===== config.mk =====
export PLATFORM = sky130hd
export DESIGN_NAME = throttled_event_log_writer
export DESIGN_NICKNAME = d
export VERILOG_FILES = /design/src/rtl/core/tel_pkg.sv /design/src/rtl/core/throttled_event_log_writer.sv /design/src/rtl/core/tel_dpath.sv /design/src/rtl/core/tel_ctrl.sv
export SDC_FILE = /design/constraint.sdc
export NUM_CORES = 1
export LEC_CHECK = 0
export BUFFER_PORTS_ARGS = -buffer_cell sky130_fd_sc_hd__buf_4
export CORE_MARGIN = 4
export CORE_UTILIZATION = 60
export DETAILED_ROUTE_END_ITERATION = 10
export HOLD_SLACK_MARGIN = 0.15
export PLACE_DENSITY = 0.78
export REMOVE_ABC_BUFFERS = 1
export SYNTH_ARGS = -nofsm -noshare
export SYNTH_HDL_FRONTEND = slang
export SYNTH_SLANG_ARGS = --single-unit

===== constraint.sdc =====
create_clock -name clock -period 10 [get_ports clock]
set_input_delay 0.5 -clock clock [delete_from_list [all_inputs] [get_ports clock]]
set_output_delay 0.5 -clock clock [all_outputs]
set_load 0.05 [all_outputs]

===== src/rtl/core/tel_pkg.sv =====
// Shared types and constants for the throttled event log writer.
`timescale 1ns / 1ps

package tel_pkg;

   localparam int TABLE_ENTRIES = 32;
   localparam int LOG_SLOTS_MAX = 1024;

   localparam int IDX_W   = (TABLE_ENTRIES > 1) ? $clog2(TABLE_ENTRIES) : 1;
   localparam int USED_W  = $clog2(TABLE_ENTRIES + 1);
   localparam int SLOT_W  = 10;
   localparam int CAP_W   = 11;
   localparam int COUNT_W = 9;
   localparam int CSR_IDX_W  = 2;
   localparam int CSR_DATA_W = 16;

   localparam logic [15:0]      END_CODE  = 16'hFFFF;
   localparam logic [31:0]      END_TIME  = 32'hFFFF_FFFF;
   localparam logic [COUNT_W-1:0] COUNT_MAX = '1;

   localparam logic [15:0]      RST_ERROR_CODE_START = 16'd32768;
   localparam logic [15:0]      RST_MARKER_CODE      = 16'd0;
   localparam logic [7:0]       RST_PER_CODE_LIMIT   = 8'd20;
   localparam logic [CAP_W-1:0] RST_LOG_CAPACITY     = 11'd1024;

   typedef enum logic [CSR_IDX_W-1:0] {
      CSR_ERROR_CODE_START,
      CSR_THROTTLE_MARKER_CODE,
      CSR_PER_CODE_LIMIT,
      CSR_LOG_CAPACITY
   } csr_index_type;

   typedef enum logic [1:0] {
      EMIT_NONE,
      EMIT_MARKER,
      EMIT_EVENT,
      EMIT_END
   } emit_kind_type;

   typedef struct packed {
      logic [15:0] event_code;
      logic [31:0] event_time;
   } req_type;

   typedef struct packed {
      logic [SLOT_W-1:0] slot_index;
      logic [15:0]       record_code;
      logic [31:0]       record_time;
      logic              is_end_marker;
      logic [31:0]       error_total;
      logic              last_write;
   } rsp_type;

   typedef struct packed {
      logic          capture;
      logic          lookup;
      logic          update;
      emit_kind_type emit;
      logic          last;
   } cmd_type;

   typedef struct packed {
      logic drop;
      logic marker;
      logic out_ready;
   } sts_type;

endpackage


===== src/rtl/core/throttled_event_log_writer.sv =====
// Throttled event log writer: top level joining controller and datapath.
//
// Input channel req_*: one event (code, timestamp) per transfer. Result
// channel rsp_*: one ring slot write per transfer, two or four per logged
// event (optional throttle marker plus its end marker, then the event record
// plus its end marker); a dropped event yields none. last_write flags the
// final write of an event. The csr_* port writes the four registers by
// index. Use it only while the block is idle; the block does not enforce it.
// Timing: after a transfer the block does the parallel table compare, then
// the count update, then the slot writes one after another; a dropped event
// ends after the update. req_stall stays high until the event is done; the
// single result register sets the pace of the writes. A stall on rsp_* holds
// the result register and the controller waits; the next event is taken once
// the last write is loaded.
// Reset (synchronous, active high) restores register defaults, clears the
// table fill count, the write slot and the error counter; table contents
// need no clearing because only filled entries are compared.
`timescale 1ns / 1ps

module throttled_event_log_writer (
   input  logic                           clock,
   input  logic                           reset,
   input  logic                           req_valid,
   output logic                           req_stall,
   input  tel_pkg::req_type               req_data,
   output logic                           rsp_valid,
   input  logic                           rsp_stall,
   output tel_pkg::rsp_type               rsp_data,
   input  logic                           csr_we,
   input  logic [tel_pkg::CSR_IDX_W-1:0]  csr_index,
   input  logic [tel_pkg::CSR_DATA_W-1:0] csr_wdata
);
   import tel_pkg::*;

   cmd_type cmd;
   sts_type sts;

   tel_ctrl u_ctrl (
      .clock     (clock),
      .reset     (reset),
      .req_valid (req_valid),
      .req_stall (req_stall),
      .cmd       (cmd),
      .sts       (sts)
   );

   tel_dpath u_dpath (
      .clock     (clock),
      .reset     (reset),
      .req_data  (req_data),
      .csr_we    (csr_we),
      .csr_index (csr_index),
      .csr_wdata (csr_wdata),
      .cmd       (cmd),
      .sts       (sts),
      .rsp_valid (rsp_valid),
      .rsp_stall (rsp_stall),
      .rsp_data  (rsp_data)
   );

   // Busy right after taking an event
   a_busy_after_transfer: assert property (@(posedge clock) disable iff (reset)
      (req_valid && !req_stall) |=> req_stall)
      else $error("input taken while previous event still in progress");

   // A pending non-final write means the event is not finished
   a_busy_mid_event: assert property (@(posedge clock) disable iff (reset)
      (rsp_valid && !rsp_data.last_write) |-> req_stall)
      else $error("block idle with an event's writes outstanding");

   a_last_is_end: assert property (@(posedge clock) disable iff (reset)
      (rsp_valid && rsp_data.last_write) |-> rsp_data.is_end_marker)
      else $error("final write of an event is not an end marker");

   a_end_payload: assert property (@(posedge clock) disable iff (reset)
      (rsp_valid && rsp_data.is_end_marker) |->
         (rsp_data.record_code == END_CODE && rsp_data.record_time == END_TIME))
      else $error("end marker write carries wrong code or time");

endmodule


===== src/rtl/core/tel_dpath.sv =====
// Datapath: config registers, code table, counters, ring slot and result register.
`timescale 1ns / 1ps

module tel_dpath (
   input  logic                           clock,
   input  logic                           reset,
   input  tel_pkg::req_type               req_data,
   input  logic                           csr_we,
   input  logic [tel_pkg::CSR_IDX_W-1:0]  csr_index,
   input  logic [tel_pkg::CSR_DATA_W-1:0] csr_wdata,
   input  tel_pkg::cmd_type               cmd,
   output tel_pkg::sts_type               sts,
   output logic                           rsp_valid,
   input  logic                           rsp_stall,
   output tel_pkg::rsp_type               rsp_data
);
   import tel_pkg::*;

   logic [15:0]        err_start_ff;
   logic [15:0]        marker_code_ff;
   logic [7:0]         limit_ff;
   logic [CAP_W-1:0]   capacity_ff;
   logic [15:0]        code_ff;
   logic [31:0]        time_ff;
   logic [31:0]        error_ff, error_in;
   logic [15:0]        seen_codes_ff  [TABLE_ENTRIES];
   logic [COUNT_W-1:0] seen_counts_ff [TABLE_ENTRIES];
   logic [USED_W-1:0]  used_ff;
   logic [SLOT_W-1:0]  slot_ff;
   logic               hit_ff;
   logic [IDX_W-1:0]   hit_idx_ff, hit_idx_in;
   logic               rsp_valid_ff;
   rsp_type            rsp_ff, rsp_in;

   logic [TABLE_ENTRIES-1:0] hit_vec;
   logic [COUNT_W-1:0]       cur_count, new_count;
   logic [CAP_W-1:0]         cap_eff;
   logic [SLOT_W-1:0]        slot_cur, slot_nxt;
   logic [CAP_W-1:0]         slot_inc;
   logic                     out_ready, load_rsp, table_open;

   // Parallel compare against the occupied part of the table
   always_comb begin
      hit_idx_in = '0;
      for (int i = 0; i < TABLE_ENTRIES; i++) begin
         hit_vec[i] = (USED_W'(i) < used_ff) && (seen_codes_ff[i] == code_ff);
         if (hit_vec[i]) hit_idx_in = hit_idx_in | IDX_W'(i);
      end
   end

   assign cur_count  = seen_counts_ff[hit_idx_ff];
   assign new_count  = (cur_count == COUNT_MAX) ? cur_count : cur_count + 1'b1;
   assign table_open = used_ff < USED_W'(TABLE_ENTRIES);

   assign error_in = ((req_data.event_code >= err_start_ff) && (error_ff != '1))
                     ? error_ff + 32'd1 : error_ff;

   // Effective ring size and the wrap of the write slot
   always_comb begin
      if (capacity_ff == '0)                          cap_eff = CAP_W'(1);
      else if (capacity_ff > CAP_W'(LOG_SLOTS_MAX))   cap_eff = CAP_W'(LOG_SLOTS_MAX);
      else                                            cap_eff = capacity_ff;
      slot_cur = ({1'b0, slot_ff} >= cap_eff) ? '0 : slot_ff;
      slot_inc = {1'b0, slot_cur} + CAP_W'(1);
      slot_nxt = (slot_inc >= cap_eff) ? '0 : slot_inc[SLOT_W-1:0];
   end

   assign out_ready = !rsp_valid_ff || !rsp_stall;
   assign load_rsp  = cmd.emit != EMIT_NONE;

   always_comb begin
      rsp_in.slot_index    = slot_cur;
      rsp_in.record_code   = code_ff;
      rsp_in.record_time   = time_ff;
      rsp_in.is_end_marker = 1'b0;
      rsp_in.error_total   = error_ff;
      rsp_in.last_write    = cmd.last;
      case (cmd.emit)
         EMIT_MARKER: rsp_in.record_code = marker_code_ff;
         EMIT_EVENT:  rsp_in.record_code = code_ff;
         EMIT_END: begin
            rsp_in.slot_index    = slot_ff;
            rsp_in.record_code   = END_CODE;
            rsp_in.record_time   = END_TIME;
            rsp_in.is_end_marker = 1'b1;
         end
         default: rsp_in.record_code = code_ff;
      endcase
   end

   always_comb begin
      sts.drop      = hit_ff && (new_count > {1'b0, limit_ff});
      sts.marker    = hit_ff && (new_count == {1'b0, limit_ff});
      sts.out_ready = out_ready;
   end

   always_ff @(posedge clock) begin
      if (reset) begin
         err_start_ff   <= RST_ERROR_CODE_START;
         marker_code_ff <= RST_MARKER_CODE;
         limit_ff       <= RST_PER_CODE_LIMIT;
         capacity_ff    <= RST_LOG_CAPACITY;
         error_ff       <= '0;
         used_ff        <= '0;
         slot_ff        <= '0;
         hit_ff         <= 1'b0;
         rsp_valid_ff   <= 1'b0;
      end else begin
         if (csr_we) begin
            case (csr_index_type'(csr_index))
               CSR_ERROR_CODE_START:     err_start_ff   <= csr_wdata;
               CSR_THROTTLE_MARKER_CODE: marker_code_ff <= csr_wdata;
               CSR_PER_CODE_LIMIT:       limit_ff       <= csr_wdata[7:0];
               CSR_LOG_CAPACITY:         capacity_ff    <= csr_wdata[CAP_W-1:0];
               default:                  limit_ff       <= limit_ff;
            endcase
         end
         if (cmd.capture) error_ff <= error_in;
         if (cmd.lookup) hit_ff <= |hit_vec;
         if (cmd.update && !hit_ff && table_open) used_ff <= used_ff + 1'b1;
         // advance the ring only on a record write; the end marker lands on the new slot
         if (load_rsp && (cmd.emit != EMIT_END)) slot_ff <= slot_nxt;
         if (load_rsp)                rsp_valid_ff <= 1'b1;
         else if (!rsp_stall)         rsp_valid_ff <= 1'b0;
      end
   end

   always_ff @(posedge clock) begin
      if (cmd.capture) begin
         code_ff <= req_data.event_code;
         time_ff <= req_data.event_time;
      end
      if (cmd.lookup) hit_idx_ff <= hit_idx_in;
      if (cmd.update) begin
         if (hit_ff) begin
            seen_counts_ff[hit_idx_ff] <= new_count;
         end else if (table_open) begin
            seen_codes_ff[used_ff[IDX_W-1:0]]  <= code_ff;
            seen_counts_ff[used_ff[IDX_W-1:0]] <= COUNT_W'(1);
         end
      end
      if (load_rsp) rsp_ff <= rsp_in;
   end

   assign rsp_valid = rsp_valid_ff;
   assign rsp_data  = rsp_ff;

endmodule


===== src/rtl/core/tel_ctrl.sv =====
// Controller: sequences lookup, table update and the record writes of one event.
`timescale 1ns / 1ps

module tel_ctrl (
   input  logic             clock,
   input  logic             reset,
   input  logic             req_valid,
   output logic             req_stall,
   output tel_pkg::cmd_type cmd,
   input  tel_pkg::sts_type sts
);
   import tel_pkg::*;

   typedef enum logic [2:0] {
      ST_IDLE,
      ST_LOOKUP,
      ST_UPDATE,
      ST_MARK,
      ST_MARK_END,
      ST_EVENT,
      ST_EVENT_END
   } state_type;

   state_type state_ff, state_in;
   logic      stall_ff, stall_in;
   logic      accept;

   assign accept = req_valid && !stall_ff;

   always_comb begin
      state_in    = state_ff;
      cmd         = '0;
      cmd.emit    = EMIT_NONE;
      case (state_ff)
         ST_IDLE: begin
            cmd.capture = accept;
            if (accept) state_in = ST_LOOKUP;
         end
         ST_LOOKUP: begin
            cmd.lookup = 1'b1;
            state_in   = ST_UPDATE;
         end
         ST_UPDATE: begin
            cmd.update = 1'b1;
            if (sts.drop)        state_in = ST_IDLE;
            else if (sts.marker) state_in = ST_MARK;
            else                 state_in = ST_EVENT;
         end
         ST_MARK: if (sts.out_ready) begin
            cmd.emit = EMIT_MARKER;
            state_in = ST_MARK_END;
         end
         ST_MARK_END: if (sts.out_ready) begin
            cmd.emit = EMIT_END;
            state_in = ST_EVENT;
         end
         ST_EVENT: if (sts.out_ready) begin
            cmd.emit = EMIT_EVENT;
            state_in = ST_EVENT_END;
         end
         ST_EVENT_END: if (sts.out_ready) begin
            cmd.emit = EMIT_END;
            cmd.last = 1'b1;
            state_in = ST_IDLE;
         end
         default: state_in = ST_IDLE;
      endcase
      stall_in = state_in != ST_IDLE;
   end

   always_ff @(posedge clock) begin
      if (reset) begin
         state_ff <= ST_IDLE;
         stall_ff <= 1'b0;
      end else begin
         state_ff <= state_in;
         stall_ff <= stall_in;
      end
   end

   assign req_stall = stall_ff;

endmodule


==> results of run 1 <==
==> synth_stat cells (55+ instances only) <==
cell	n
nand4_1	82
clkbuf_1	88
dfxtp_1	105
xnor2_1	217
nor4_1	88
xor2_1	319
mux4_2	61
nor2_1	156
edfxtp_1	945
nand3_1	58
a21oi_1	145
ha_1	55
nand2_1	181
==> per-layer routing <==
metal	GRT usage	vias to the layer above
met3	0.04348	204
met4	0.08565	0
met5	0	-
met2	0.4415	1232
met1	0.3527	13120
li1	-	11560
==> area by class of cell <==
cell class / instances / area (um^2)
Fill cell: 4540 / 22380
Multi-Input combinational cell: 1741 / 12830
Clock inverter: 69 / 905.9
Tap cell: 959 / 1200
Clock buffer: 124 / 2676
Inverter: 50 / 188.9
Sequential cell: 1050 / 30480
Timing Repair Buffer: 283 / 2297
==> cells in the final DEF (no fill, tap or decap), drive strengths merged, types with 64 or more instances in the layout <==
| cell | Yosys | routed |
|---|---|---|
| nor2 | 156 | 156 |
| nand2 | 182 | 182 |
| dfxtp | 105 | 105 |
| dlygate4sd3 | 0 | 64 |
| clkbuf | 88 | 124 |
| a21oi | 145 | 145 |
| xor2 | 319 | 319 |
| edfxtp | 945 | 945 |
| buf | 57 | 219 |
| nand4 | 83 | 83 |
| xnor2 | 217 | 217 |
| nor4 | 90 | 90 |
==> per-stage QoR <==
step / area, um^2 / std cells
2_1_floorplan: 43460 / 2841
3_3_place_gp: 46350 / 4018
3_5_place_dp: 46350 / 4018
4_1_cts: 50570 / 4275
5_1_grt: 50580 / 4276
6_report: 50580 / 4276
==> registers in the layout, indices dropped and copies added, names as in the netlist, 5 cells and up <==
| register | cells |
|---|---|
| u_dpath.capacity_ff | 11 |
| u_dpath.code_ff | 16 |
| u_dpath.err_start_ff | 16 |
| u_dpath.error_ff | 32 |
| u_dpath.hit_idx_ff | 5 |
| u_dpath.limit_ff | 8 |
| u_dpath.marker_code_ff | 16 |
| u_dpath.rsp_data | 92 |
| u_dpath.seen_codes_ff | 512 |
| u_dpath.seen_counts_ff | 288 |
| u_dpath.slot_ff | 10 |
| u_dpath.time_ff | 32 |
| u_dpath.used_ff | 6 |
==> power groups by stage <==
stage	clock network [mW]	registers, mW	logic, mW
2_1_floorplan	0	6.38	1.08
3_3_place_gp	0	5.67	2.63
3_5_place_dp	0	5.68	2.73
4_1_cts	4.11	5.59	2.77
5_1_grt	4.31	5.61	2.95
6_report	4.08	5.60	2.76
==> final timing paths <==
check | from | cells past startpoint | end
worst max-delay path | u_dpath.hit_idx_ff[0] | 17 | u_ctrl.state_ff[2]
worst min-delay path | reset | 2 | u_dpath.error_ff[20]
worst max register to register | u_dpath.hit_idx_ff[0] | 17 | u_ctrl.state_ff[2]
worst min register to register | u_dpath.err_start_ff[7] | 2 | u_dpath.err_start_ff[7]
==> kinds of logic (layout without fill, tap and decap cells) <==
family	Yosys count	count (layout)
and+or+nand+nor	763	763
AOI/OAI and AO/OA	282	282
muxes	105	105
DFF	1050	1050
adders and majority gates	55	55
buffers and inverters	195	526
xor gates and xnor gates	536	536
==> worst register-to-register path, cell delays in order, from the launching register on <==
cell,delay (ns)
edfxtp_1,0.32
buf_4,0.55
buf_4,0.83
mux4_2,0.65
mux2i_1,0.28
nor3_1,0.13
o211ai_1,0.31
a221oi_2,0.15
nand2_1,0.17
nor3b_1,0.42
a21oi_1,0.13
ha_1,0.32
nand2_1,0.07
nor3_1,0.36
nor2_1,0.07
a21oi_1,0.17
nand4_1,0.16
o21bai_1,0.15
==> flow_summary_export.csv, run 1 <==
group,metric,value,unit
run_status,status,"finished clean",
critical_path,path_delay_family,"simple AND/OR/NAND/NOR gates",
placement,preCtsSetupSlack,4.613,ns
global_route,antenna_found_initial,0,
placement,post-dp-hpwl,62270,um
route,wl_met2,50750,um
timing,clock.fmax,187.5,MHz
clocking,cts_max_level,3,
logic_synthesis,netlist_instances,2986,
timing,slew_headroom,0.1134,
logic_synthesis,yosysSeqAreaShare,0.6911,
power,switching_share,0.3011,
logic_synthesis,async_reset_ff_frac,0,
layout,num-nets-final,3355,
timing,finalHoldViolCount,0,
power,p_seq_frac,0.450,
logic_synthesis,synthSimpleGateAreaFrac,0.08821,
die,die_w,279.1,um
logic_synthesis,synthMuxAreaShare,0.04128,
die,die_y,279.1,um
critical_path,critPathMaxStageDelay,0.82,ns
logic_synthesis,synth-main-ff-cell,"edfxtp_1",
clocking,root_buffer,"clkbuf_16",
die,boundaryPins,165,
power,vdd.ir_drop.worst,0.0002663,V
clocking,numClockSinks,1050,
timing,holdWs,0.2507,ns
layout,antenna_cells,0,
layout,drive_above_1_share,0.1513,
die,dieArea,77900,um^2
layout,areaGrowthSynthToFinish,14.69,%
placement,port_buffers,164,
global_route,grt_pass1_vias,26460,
die,core,72960,um^2
logic_synthesis,yosysTopAreaCell,"edfxtp_1",
die,rows,99,
power,clockPowerShare,0.328,
global_route,grt.overflow.total,0,
route,routed_wl,103500,um
clocking,path_clk_slew,0.06,ns
timing,slew_viol_final,0,
global_route,track_usage,0.2620,
logic_synthesis,synth_top_family_by_area,"XOR/XNOR gates",
route,wl_met1,41670,um
logic_synthesis,synth.distinct_cells,65,
logic_synthesis,synth_xor_area_frac,0.1064,
route,top_layer_used,"met4",
logic_synthesis,synth_top_area_frac,0.6435,
logic_synthesis,synth_compound_area_frac,0.03850,
route,initialDrtViolationCount,2547,
clocking,clk_latency,0.67,ns
critical_path,end_kind,"register",
logic_synthesis,syn-mean-instance-area,14.77,um^2
clocking,numCtsBuffers,103,
power,power,12.44,mW
timing,worst_slew_pin_slew,1.325,ns
timing,worst_slack,4.667,ns
clocking,post_cts_buffers,0,
logic_synthesis,synth_fa_ha_area_frac,0.01560,
timing,rsz0062_at_grt,"false",
clocking,cts_tree,"yes",
route,via_per_inst,6.109,
logic_synthesis,synthTopCellsByArea,"edfxtp_1 (64%), xor2_1 (6.3%), dfxtp_1 (4.8%)",
clocking,holdBufCountCts,64,
power,combPwrFrac,0.222,
route,final_antenna_net_count,0,
critical_path,cp-start-kind,"register",
critical_path,path_cells,"buf_4 > buf_4 > mux4_2 > mux2i_1 > nor3_1 > o211ai_1 > a221oi_2 > nand2_1 > nor3b_1 > a21oi_1 > ha_1 > nand2_1 > nor3_1 > nor2_1 > a21oi_1 > nand4_1 > o21bai_1",
logic_synthesis,ys_seq_elements,1050,
timing,finClkSkew,0.02155,ns
timing,timing.final.crit_share,0.5333,
route,dr.pass1.iters,8,
logic_synthesis,ys_warn_count,0,
clocking,cts_resized,0,
flow_run,drv_cap,0,
layout,final_util,0.6932,
clocking,clock_path_buffers,3,
critical_path,cp_slowest_cell,"buf_4",
route,route.met3.wl,8049,um
placement,place_congestion,0.9286,
critical_path,crit_required,10.60,ns
power,leakagePower,16.96,nW
route,vias,26120,
power,p_int,8.692,mW
power,power.density,245.9,nW/um^2
timing,finalCriticalPeriod,5.333,ns
timing,setup_viol,0,
critical_path,crit_type,"register to register",
critical_path,crit_path_max_fanout,52,
critical_path,cp_data_arrival_time,5.93,ns
route,wl_per_cell,24.19,um
logic_synthesis,synth_edf_count,945,
global_route,grt_max_degree,81,
route,drc,0,
logic_synthesis,netlist_area,44100,um^2
power,p_switching,3.745,mW
die,start_util,0.6045,
min_path,min_path_type,"input pin to register",
critical_path,path_buf_inv,2,
timing,final.setup.tns,0,ns
critical_path,reg2reg_slack,4.67,ns
global_route,grt_pass1_wl,157700,um
Power figures use the tool's default switching activity.
==> run 2, diff against run 1 <==
==> constraint.sdc (replaced) <==
create_clock -name clock -period 5.2 [get_ports clock]
set_input_delay 0.26 -clock clock [delete_from_list [all_inputs] [get_ports clock]]
set_output_delay 0.26 -clock clock [all_outputs]
set_load 0.05 [all_outputs]
==> run 2 against run 1 <==
  * Hold slack gained 0.066 ns
  * Sequential share of layout area shrank 0.59 points
  * Total power grew 93%
  * Critical endpoint is now u_dpath.slot_ff[2]
==> flow_summary_export.csv, run 2 (synthesis gave the netlist of run 1 again) <==
group,metric,value,unit
placement,place_congestion,0.9107,
global_route,grt_pass1_vias,26600,
timing,finClkSkew,0.02805,ns
timing,rsz0062_at_grt,"false",
route,dr.pass1.iters,6,
critical_path,path_buf_inv,2,
global_route,track_usage,0.2663,
layout,mostFrequentLayoutCells,"edfxtp_1 (945), xor2_1 (319), buf_4 (239)",
die,die_w,279.1,um
critical_path,path_cells,"nor4_2 > a31oi_1 > nor2_1 > ha_1 > nand2b_1 > a21o_1 > a21oi_1 > or3_1 > a311o_1 > nand2_1 > inv_1 > ha_1 > nand3_1 > and2_1 > o21a_1 > ha_1 > nand2_1 > or4_1 > nand4_1 > o21bai_1 > o41ai_1 > buf_4 > a22o_1",
critical_path,critPathMaxStageDelay,0.51,ns
layout,drive_above_1_share,0.1627,
critical_path,cp_data_arrival_time,5.39,ns
clocking,numClockSinks,1050,
clocking,post_cts_buffers,0,
clocking,numCtsBuffers,104,
timing,clock.fmax,206.3,MHz
global_route,grt.overflow.total,0,
clocking,cts_max_level,3,
route,vias,26480,
timing,final.setup.tns,0,ns
placement,post-dp-hpwl,65900,um
timing,slew_headroom,0.06371,
placement,port_buffers,164,
power,leakagePower,17.20,nW
placement,preCtsSetupSlack,0.2668,ns
timing,worst_slack,0.3521,ns
route,initialDrtViolationCount,2626,
route,drc,0,
layout,final_common_cell,"edfxtp_1",
timing,timing.final.crit_share,0.9323,
run_status,status,"finished clean",
timing,setup_viol,0,
global_route,grt_pass1_wl,160200,um
die,start_util,0.6045,
global_route,antenna_found_initial,1,
route,via_per_inst,6.127,
critical_path,path_delay_family,"simple AND/OR/NAND/NOR gates",
critical_path,cp_slowest_cell,"or4_1",
die,boundaryPins,165,
clocking,path_clk_slew,0.06,ns
clocking,cts_tree,"yes",
layout,final_util,0.7002,
clocking,root_buffer,"clkbuf_16",
flow_run,drv_cap,0,
die,rows,99,
power,power.density,468.7,nW/um^2
layout,fin_cells,4322,
clocking,clock_path_buffers,3,
timing,slew_viol_final,0,
layout,largest_reg_flops,512,
power,vdd.ir_drop.worst,0.0005781,V
critical_path,end_kind,"register",
critical_path,cp-start-kind,"register",
timing,worst_slew_pin_slew,1.399,ns
min_path,min_path_type,"input pin to register",
timing,finalHoldViolCount,0,
critical_path,cp_common_cell,"ha_1",
global_route,grt_max_degree,91,
critical_path,crit_path_max_fanout,11,
layout,areaGrowthSynthToFinish,15.83,%
route,wl_per_cell,24.37,um
layout,num-nets-final,3401,
power,power,23.94,mW
route,final_antenna_net_count,0,
critical_path,crit_required,5.74,ns
clocking,clk_latency,0.68,ns
timing,finalCriticalPeriod,4.848,ns
die,core,72960,um^2
placement,dp_cells,4055,
critical_path,crit_type,"register to register",
die,die_y,279.1,um
die,dieArea,77900,um^2
route,routed_wl,105300,um
-- run 2: cell type report --
cell class | count | area, um^2
diodes | 1 | 2.502
clock buffers | 125 | 2721
clock inverters | 68 | 783.3
fillers | 4574 | 21880
inverters | 50 | 188.9
multi-input cells | 1741 | 12840
flip-flops and latches | 1050 | 30480
well taps | 959 | 1200
repair buffers | 328 | 2865
-- run 2: through the flow --
step | instance area [um^2] | hold slack (ns)
detailed placement | 46840 | 0.4323
finish | 51080 | 0.3167
CTS | 51050 | 0.2893
floorplan | 43460 | 0.3291
global route | 51080 | 0.3055
global placement | 46840 | 0.4244
-- run 2: path summary, 6_finish.rpt --
path,from,endpoint,slack (ns),cells after the start
max,u_dpath.capacity_ff[6],u_dpath.slot_ff[2],0.35,23
min,req_data[2],u_dpath.time_ff[2],0.32,2
max reg2reg,u_dpath.capacity_ff[6],u_dpath.slot_ff[2],0.35,23
min reg2reg,u_dpath.err_start_ff[10],u_dpath.err_start_ff[10],0.46,2
-- run 2: power breakdown --
part | internal, mW | switching (mW)
Combinational | 1.69 | 3.68
Sequential | 10.5 | 0.412
Clock | 4.41 | 3.22
Total | 16.6 | 7.31
-- run 2: per-layer routing --
| layer | part of all wire | routed length [um] | track usage |
|---|---|---|---|
| met1 | 0.40 | 42280 | 0.3638 |
| met2 | 0.48 | 50830 | 0.4350 |
| met3 | 0.082 | 8623 | 0.04590 |
| met4 | 0.034 | 3591 | 0.1010 |
| met5 | 0 | 0 | 0 |
-- run 2: timing repair --
item | in CTS | in global routing
hold buffers | 71 | 0
hold endpoints to repair | 113 | 0
setup endpoints to repair | 0 | 10
gates resized for setup | 0 | 1
